[config.mk]
export PLATFORM = sky130hd
export DESIGN_NAME = qphi_mod
export DESIGN_NICKNAME = d
export VERILOG_FILES = /design/src/hdl/qphi_mod.sv
export SDC_FILE = /design/constraint.sdc
export NUM_CORES = 1
export LEC_CHECK = 0
export BUFFER_PORTS_ARGS = -buffer_cell sky130_fd_sc_hd__buf_2
export CELL_PAD_IN_SITES_DETAIL_PLACEMENT = 1
export CELL_PAD_IN_SITES_GLOBAL_PLACEMENT = 1
export CORE_AREA = 8 8 99 101
export CTS_CLUSTER_DIAMETER = 40
export DETAILED_ROUTE_END_ITERATION = 6
export DIE_AREA = 0 0 107 109
export HOLD_SLACK_MARGIN = 0.02
export PLACE_DENSITY_LB_ADDON = 0.1
export SYNTH_ARGS = -nofsm -noshare
export SYNTH_HDL_FRONTEND = slang
export SYNTH_SLANG_ARGS = --single-unit
[constraint.sdc]
create_clock -name clk -period 3.05 [get_ports clk]
set_clock_uncertainty 0.2 [all_clocks]
set_input_delay 0.915 -clock clk [delete_from_list [all_inputs] [get_ports clk]]
set_output_delay 0.915 -clock clk [all_outputs]
set_load 0.1 [all_outputs]
[src/hdl/qphi_mod.sv]
// shared remainder unit, restoring division one dividend bit per cycle
// no dependencies
module qphi_mod #(
    parameter int DW = 31,
    parameter int NW = 12
) (
    input  logic          clk,
    input  logic          rst_n,
    input  logic          start,
    input  logic [DW-1:0] dividend,
    input  logic [NW-1:0] divisor,
    output logic          done,
    output logic [NW-1:0] remainder
);

    localparam int CW = $clog2(DW + 1);

    logic          busy_reg, busy_next;
    logic          done_reg, done_next;
    logic [CW-1:0] cnt_reg, cnt_next;
    logic [DW-1:0] quo_reg, quo_next;
    logic [NW-1:0] rem_reg, rem_next;
    logic [NW-1:0] div_reg, div_next;
    logic [NW:0]   trial;

    assign trial = {rem_reg, quo_reg[DW-1]};

    always_comb
    begin
        busy_next = busy_reg;
        done_next = 1'b0;
        cnt_next  = cnt_reg;
        quo_next  = quo_reg;
        rem_next  = rem_reg;
        div_next  = div_reg;
        if (start)
        begin
            busy_next = 1'b1;
            cnt_next  = CW'(DW);
            quo_next  = dividend;
            rem_next  = '0;
            div_next  = divisor;
        end
        else if (busy_reg)
        begin
            if (trial >= {1'b0, div_reg})
            begin
                rem_next = NW'(trial - {1'b0, div_reg});
            end
            else
            begin
                rem_next = NW'(trial);
            end
            quo_next = quo_reg << 1;
            cnt_next = cnt_reg - CW'(1);
            if (cnt_reg == CW'(1))
            begin
                busy_next = 1'b0;
                done_next = 1'b1;
            end
        end
    end

    always_ff @(posedge clk or negedge rst_n)
    begin
        if (!rst_n)
        begin
            busy_reg <= 1'b0;
            done_reg <= 1'b0;
            cnt_reg  <= '0;
        end
        else
        begin
            busy_reg <= busy_next;
            done_reg <= done_next;
            cnt_reg  <= cnt_next;
        end
    end

    always_ff @(posedge clk)
    begin
        quo_reg <= quo_next;
        rem_reg <= rem_next;
        div_reg <= div_next;
    end

    assign done      = done_reg;
    assign remainder = rem_reg;

endmodule

Word-level counts from Yosys, hierarchy flattened
Cells that the tools add are included.
{"block": "classes", "add_sub_neg": 2, "magnitude_cmp": 1, "n_eq_ne": 1, "muxes": 11, "n_reduce_logical": 1}
{"op": "31-bit 2-to-1 mux", "count": 2}
{"op": "13-bit by 12-bit greater-or-equal comparator with 1-bit output", "count": 1}
{"op": "12-bit 2-to-1 mux", "count": 1}
{"op": "12-bit subtractor", "count": 1}
{"op": "5-bit 2-to-1 mux", "count": 2}
{"op": "1-bit 2-to-1 mux", "count": 6}
{"op": "5-bit by 1-bit equality test with 1-bit output, second input constant", "count": 1}
{"op": "5-bit by 1-bit subtractor with 5-bit output, second input constant", "count": 1}
{"op": "2-bit nonzero test", "count": 1}
{"block": "totals", "reg_bits": 62, "out_inout_bits": 13, "word_cells": 22}

Logic depth before layout (Yosys ltp)
Gate-level depths: netlist of the first run.
{"block": "logic_depth", "word_depth": 4, "mapped_depth": 10, "depth_no_buf": 10}

Worst setup path after synthesis of the first run
No wires, ideal clock.
{"block": "synth_path", "path_type": "reg-to-reg", "startpoint": "reg rem_reg[9] (netlist: remainder[9])", "endpoint": "reg rem_reg[10] (netlist: remainder[10])", "setup_time_ns": 0.086, "arrival_ns": 2.747, "setup_slack_ns": 0.018, "stages_incl_launch_ff": 9, "cell_sequence": "dfxtp_1 > ha_1 > a21o_1 > a211o_1 > a41oi_2 > o31ai_4 > buf_6 > mux2i_1 > a211oi_1"}
{"block": "synth_between", "elab_chain_cells": 2}
{"item": "start: declaration", "line": "22", "rtl": "logic [NW-1:0] rem_reg, rem_next;"}
{"item": "start signal: assignment", "line": "83", "rtl": "rem_reg <= rem_next;"}
{"item": "12-bit subtractor / 13-bit by 12-bit greater-or-equal comparator with 1-bit output (equally long branches)", "line": "48, 46"}
{"item": "12-bit 2-to-1 mux (*)", "line": "46", "rtl": "if (trial >= {1'b0, div_reg})"}
Mark *: on every way between the ends. The rest lies on a longest branch, timed or not.
A chain may end at the register's enable or synchronous reset.

Final worst setup path of the first run
{"block": "layout_path", "startpoint": "reg quo_reg[30]", "endpoint": "reg rem_reg[8] (netlist: remainder[8])"}
{"block": "layout_between", "elab_chain_cells": 2}
{"item": "start: declaration", "line": "21", "rtl": "logic [DW-1:0] quo_reg, quo_next;"}
{"item": "start signal: assignment", "line": "82", "rtl": "quo_reg <= quo_next;"}
{"item": "12-bit subtractor / 13-bit by 12-bit greater-or-equal comparator with 1-bit output (equally long branches)", "line": "48, 46"}
{"item": "12-bit 2-to-1 mux (*)", "line": "46"}
Marked as above.

==> results of run 1 <==
[cell families (layout without fill, tap and decap cells)]
kind of cell,Yosys count,count (layout),share of synthesized area
xor+xnor,11,11,0.0302
simple gates,57,57,0.0937
buf+inv,28,96,0.0353
mux,37,37,0.129
flops,62,62,0.535
compound gates,44,44,0.116
fa+ha+maj,15,15,0.0612
[worst max path at each step]
stage | to | slack (ns) | from
2_1_floorplan | remainder[10] | 0.02 | remainder[9]
3_3_place_gp | remainder[8] | 0.33 | quo_reg[30]
3_5_place_dp | remainder[8] | 0.28 | quo_reg[30]
4_1_cts | remainder[8] | 0.25 | quo_reg[30]
5_1_grt | remainder[8] | 0.07 | quo_reg[30]
6_report | remainder[8] | 0.32 | quo_reg[30]
[per-layer routing]
layer / vias to the layer above / routed length, µm
li1: 1062 / -
met1: 1035 / 3260
met2: 32 / 3140
met3: 8 / 279
met4: 0 / 94
met5: - / 0
[through the flow]
| stage | utilization | instances | setup WS, ns | total power [mW] |
|---|---|---|---|---|
| CTS | 0.456 | 430 | 0.254 | 3.24 |
| global placement | 0.433 | 414 | 0.333 | 2.51 |
| finish | 0.457 | 430 | 0.318 | 3.21 |
| floorplan | - | 254 | 0.0176 | 2.26 |
| global route | 0.457 | 430 | 0.0716 | 3.40 |
| detailed placement | 0.433 | 414 | 0.276 | 2.52 |
[power by group through the flow]
stage / clock network, mW / registers, mW / logic, mW
finish: 0.717 / 1.11 / 1.38
global route: 0.777 / 1.13 / 1.49
CTS: 0.736 / 1.12 / 1.39
detailed placement: 0 / 1.13 / 1.38
global placement: 0 / 1.13 / 1.38
floorplan: 0 / 1.53 / 0.724
[critical path, stage by stage (launching register included)]
cell and delay, ns:
edfxtp_1 0.36, inv_1 0.08, ha_1 0.16, inv_1 0.05
fa_1 0.43, a211oi_2 0.27, o21bai_1 0.17, a2111oi_0 0.45
nor2_1 0.13, xnor2_1 0.16, o221ai_1 0.13
[what timing repair did]
| item | 4_1_cts | 5_1_grt |
|---|---|---|
| endpoints found under the setup margin | 0 | 1 |
| hold endpoints to repair | 0 | 0 |
| gates resized for setup | 0 | 1 |
[cell usage after synthesis (3+ instances only)]
cell	number	area share
edfxtp_1	43	0.40
xnor2_1	8	0.022
a21oi_1	7	0.011
nand2_1	9	0.011
o21ai_0	5	0.0078
dfrtp_1	7	0.055
xor2_1	3	0.0082
nor2b_1	3	0.0059
a21o_1	3	0.0071
inv_1	17	0.020
nor2_2	3	0.0059
clkbuf_1	8	0.0094
a211oi_1	8	0.019
nand2b_1	8	0.016
ha_1	14	0.055
dfxtp_1	12	0.075
mux2_2	30	0.11
mux2i_1	6	0.019
nor2_1	17	0.020
[layout make-up]
cell class                 instances  share of cell area
clock buffer                      12              0.0379
clock inverter                     4              0.0124
inverter                          17              0.0167
multi-input combinational        164               0.360
sequential                        62               0.446
tap                              108              0.0353
timing repair buffer              63              0.0922
==> metrics.md, run 1 <==
| Metric | Value |
|---|---|
| Outcome | `complete, no violations` |
| Area after DPL | `3630 µm²` |
| Final antenna diode count | `0` |
| Setup TNS | `0 ns` |
| Internal | `~1.9 mW` |
| F_max | `366 MHz` |
| Vias in the first global route | `roughly 2.3k` |
| Register area | `approximately 1700 µm²` |
| Register area share after synthesis | `0.535` |
| Ys async rst share | `0.113` |
| Synthesized area | `3190 µm²` |
| R2R cell count | `10` |
| Clk_lat worst skew | `approximately 0.34 ns` |
| DP Wirelength | `4890 µm` |
| H-tree levels | `3` |
| Ys flop type | `edfxtp_1` |
| Met1 global-route usage | `0.159` |
| Core area | `approximately 8400 µm²` |
| Area Growth Syn to Fin | `20.0%` |
| Routability cong. | `roughly 0.75` |
| Synthesis-stage register bit count | `62` |
| Flop pwr share | `0.347` |
| Max Cap Viol | `0` |
| Nets | `378` |
| Max transition margin | `0.462` |
| Filler cells | `about 910` |
| Commonest non-fill, non-tap cell in the layout | `buf_2` |
| Crit path max fanout | `3` |
| Reg-to-reg critical path startpoint | `quo_reg[30]` |
| Worst-margin pin slew | `~0.81 ns` |
| Kind of start point of the critical path | `register` |
| Setup slack, reg-to-reg | `0.32 ns` |
| Multi-input gate area | `about 1400 µm²` |
| Syn Area/Cell | `~13 µm²` |
| Commonest non-fill, non-tap cells in the layout | `buf_2 (58), edfxtp_1 (43), mux2_2 (30)` |
| Largest net degree at the start of global routing | `47` |
| Die area | `about 12000 µm²` |
| Static Leak | `around 1.6 nW` |
| Final Max Slew Viols | `0` |
| Initial antenna violation count | `0` |
| Tcrit/Tclk final | `0.896` |
| Worst setup EP type | `register` |
| Net count after synthesis | `315` |
| Mapped Cells | `between 200 and 300` |
| Yosys Warn Count | `0` |
| Count of final setup violators | `0` |
| Share of cells above drive strength 1 | `0.376` |
| M2 GR Usage | `0.195` |
| Routed vias | `roughly 2.1k` |
| Worst Hold Margin | `0.197 ns` |
| Post-synth cell types | `53` |
| Hold-fix buffers, CTS | `0` |
| Worst vdd rail ir drop | `around 0.00042 V` |
| EDFF count, synth | `43` |
| Reg2reg end | `remainder[8]` |
| CTS tree | `built` |
| Worst-path clk slew | `roughly 0.07 ns` |
| Number of top-level pins | `59` |
| Die Y | `between 100 and 150 µm` |
| WP data required | `about 3.1 ns` |
| PD cells | `approximately 840 nW/µm²` |
| CTS root buf | `clkbuf_8` |
| First-pass GRT wire length | `between 10000 and 15000 µm` |
| Max reg flops | `31` |
| Total Routing Usage GR | `0.125` |
| Die Width | `about 110 µm` |
| Initial DRC Count | `41` |
| Post-DRT Antenna Nets | `0` |
| Final Cell Area | `between 3000 and 4000 µm²` |
| Share of total power in the clock network | `0.223` |
| Critical path arrival | `around 2.7 ns` |
| Comb power frac | `0.430` |
| Met3 GRT Util | `0.0402` |
| Clock buffer depth | `2` |
| RSZ-0062 raised after global routing | `no` |
| DRT Pass-1 Iters | `2` |
| Hold Path Class | `in2async` |
| Minimum clock period | `approximately 2.7 ns` |
| Final Hold Vio Count | `0` |
| Row cnt | `34` |
| Port bufs | `between 50 and 60` |
| Gr busiest metal | `met2` |
| Net switching power | `1.33 mW` |
| # clock sinks | `62` |
| Postcts setup bufs | `0` |
| CTS Buf Count | `9` |
| Vias per cell | `between 4 and 5` |
| Kind of critical path | `reg2reg` |
| Initial core utilization | `0.381` |
| Switch share | `0.414` |
| Drt wl/cell | `15.8 µm` |
| Total Wirelength | `6780 µm` |
| # DRC | `0` |
| Gr ovfl total | `0` |
(Power assumes the default switching activity.)
==> run 2, diff against run 1 <==
CORE_AREA = 8 8 105 107   (was 8 8 99 101)
DIE_AREA = 0 0 113 115   (was 0 0 107 109)
==> metrics.md, run 2 (same netlist as run 1, synthesis figures left out) <==
| Metric | Value |
|---|---|
| Outcome | `complete, no violations` |
| Vias in the first global route | `2355 (+1.4%)` |
| Minimum clock period | `2.89 ns (+0.156 ns)` |
| CP Buf/Inv Count | `2 (unchanged)` |
| # DRC | `0 (unchanged)` |
| Kind of start point of the critical path | `register` |
| Postcts setup bufs | `0 (unchanged)` |
| Worst-margin pin slew | `0.826 ns (+0.0182 ns)` |
| PD cells | `836 nW/µm² (-0.21%)` |
| DP Wirelength | `4920 µm (+0.64%)` |
| Die Width | `113 µm (+5.6%)` |
| Hold Path Class | `in2async` |
| Initial antenna violation count | `0 (unchanged)` |
| Commonest non-fill, non-tap cell in the layout | `buf_2` |
| Total power | `3.22 mW (+0.31%)` |
| Total Routing Usage GR | `0.112 (-0.0130)` |
| Share of cells above drive strength 1 | `0.376 (unchanged)` |
| Hold-fix buffers, CTS | `0 (unchanged)` |
| Largest delay share family, worst path | `compound AO/OA/AOI/OAI gates` |
| Critical-path cell list | `inv_1, ha_1, inv_1, fa_1, a211oi_1, o21bai_1, a2111oi_0, nor2_1, xnor2_1, o221ai_1` |
| Critical path arrival | `2.90 ns (+0.16 ns)` |
| Drt wl/cell | `15.7 µm (-0.21%)` |
| Most used cell, CP | `inv_1` |
| Worst-path clk slew | `0.08 ns (about the same)` |
| Final Hold Vio Count | `0 (unchanged)` |
| Die Y | `115 µm (+5.5%)` |
| Kind of critical path | `reg2reg` |
| Row cnt | `36 (+5.9%)` |
| Worst vdd rail ir drop | `0.000403 V (-3.0%)` |
| First-pass GRT wire length | `11600 µm (+1.8%)` |
| CP peak stage delay | `0.50 ns (+0.05 ns)` |
| Max transition margin | `0.449 (-0.0121)` |
| Vias per cell | `4.94 (-0.59%)` |
| RSZ-0062 raised after global routing | `no` |
| Total Wirelength | `6860 µm (+1.2%)` |
| Clk_lat worst skew | `0.34 ns (about the same)` |
| Number of top-level pins | `59 (unchanged)` |
| CTS tree | `built` |
| CP max-delay cell | `a2111oi_0` |
| Nets | `378 (unchanged)` |
| Post-DRT Antenna Nets | `0 (unchanged)` |
| CTS Buf Count | `9 (unchanged)` |
| Final antenna diode count | `0 (unchanged)` |
| Core area | `9460 µm² (+13%)` |
| Gr ovfl total | `0 (unchanged)` |
| Commonest non-fill, non-tap cells in the layout | `buf_2 (58), edfxtp_1 (43), mux2_2 (30)` |
| DRT Pass-1 Iters | `4 (+2)` |
| Tcrit/Tclk final | `0.947 (+0.0511)` |
| Max reg flops | `31 (unchanged)` |
| Final Max Slew Viols | `0 (unchanged)` |
| Post-cts sizing count | `0 (unchanged)` |
| Die area | `13000 µm² (+11%)` |
| Worst setup EP type | `register` |
| H-tree levels | `3 (unchanged)` |
| Clock buffer depth | `2 (unchanged)` |
| Setup TNS | `0 ns (unchanged)` |
| Initial DRC Count | `64 (+56%)` |
| # clock sinks | `62 (unchanged)` |
| Max Cap Viol | `0 (unchanged)` |
| Count of final setup violators | `0 (unchanged)` |
| CTS root buf | `clkbuf_8` |
| F_max | `346 MHz (-5.4%)` |
| Largest net degree at the start of global routing | `34 (-28%)` |
| Routed vias | `2154 (+0.80%)` |
| WP data required | `3.06 ns (about the same)` |
| Port bufs | `58 (unchanged)` |
| Routability cong. | `0.701 (-6.9%)` |
| Initial core utilization | `0.337 (-0.0434)` |
| Area Growth Syn to Fin | `20.6%` |
| Static Leak | `1.56 nW (-0.22%)` |
| Crit path max fanout | `3 (unchanged)` |
-- run 2: area by class of cell --
cell class / instances / area (µm²)
Inverter: 17 / 63.8
Multi-Input combinational cell: 164 / 1370
Sequential cell: 62 / 1710
Timing Repair Buffer: 63 / 365
Fill cell: 1020 / 5610
Clock buffer: 9 / 124
Clock inverter: 7 / 73.8
Tap cell: 114 / 143
-- run 2: stage by stage --
step | area, µm² | cells | utilization | hold WS, ns | worst slack, ns
floorplan | 3190 | 254 | - | 0.285 | 0.0176
global placement | 3650 | 420 | 0.386 | 0.308 | 0.236
detailed placement | 3650 | 420 | 0.386 | 0.313 | 0.212
CTS | 3850 | 436 | 0.407 | 0.184 | 0.179
global route | 3850 | 436 | 0.407 | 0.181 | 0.0348
finish | 3850 | 436 | 0.407 | 0.196 | 0.162
-- run 2: worst paths after layout --
path / startpoint / end / slack (ns) / cells past startpoint
worst max-delay path: quo_reg[30] / remainder[8] / 0.16 / 10
max in group asynchronous: rst_n / busy_reg / 2.28 / 1
worst min register to register: remainder[11] / remainder[11] / 0.32 / 2
worst max register to register: quo_reg[30] / remainder[8] / 0.16 / 10
min in group clk: remainder[11] / remainder[11] / 0.32 / 2
worst min-delay path: rst_n / cnt_reg[2] / 0.20 / 1
-- run 2: where the power goes --
group	switching, mW	internal, mW	leakage (nW)
Clock	0.354	0.378	0.0895
Sequential	0.0831	1.03	0.616
Combinational	0.923	0.452	0.858
-- run 2: metal layers --
layer | up-vias | global-route usage | wire length [µm]
li1 | 1065 | - | -
met3 | 7 | 0.0357 | 293
met2 | 33 | 0.174 | 3150
met4 | 0 | 0.0400 | 79
met1 | 1049 | 0.144 | 3330
met5 | - | 0 | 0
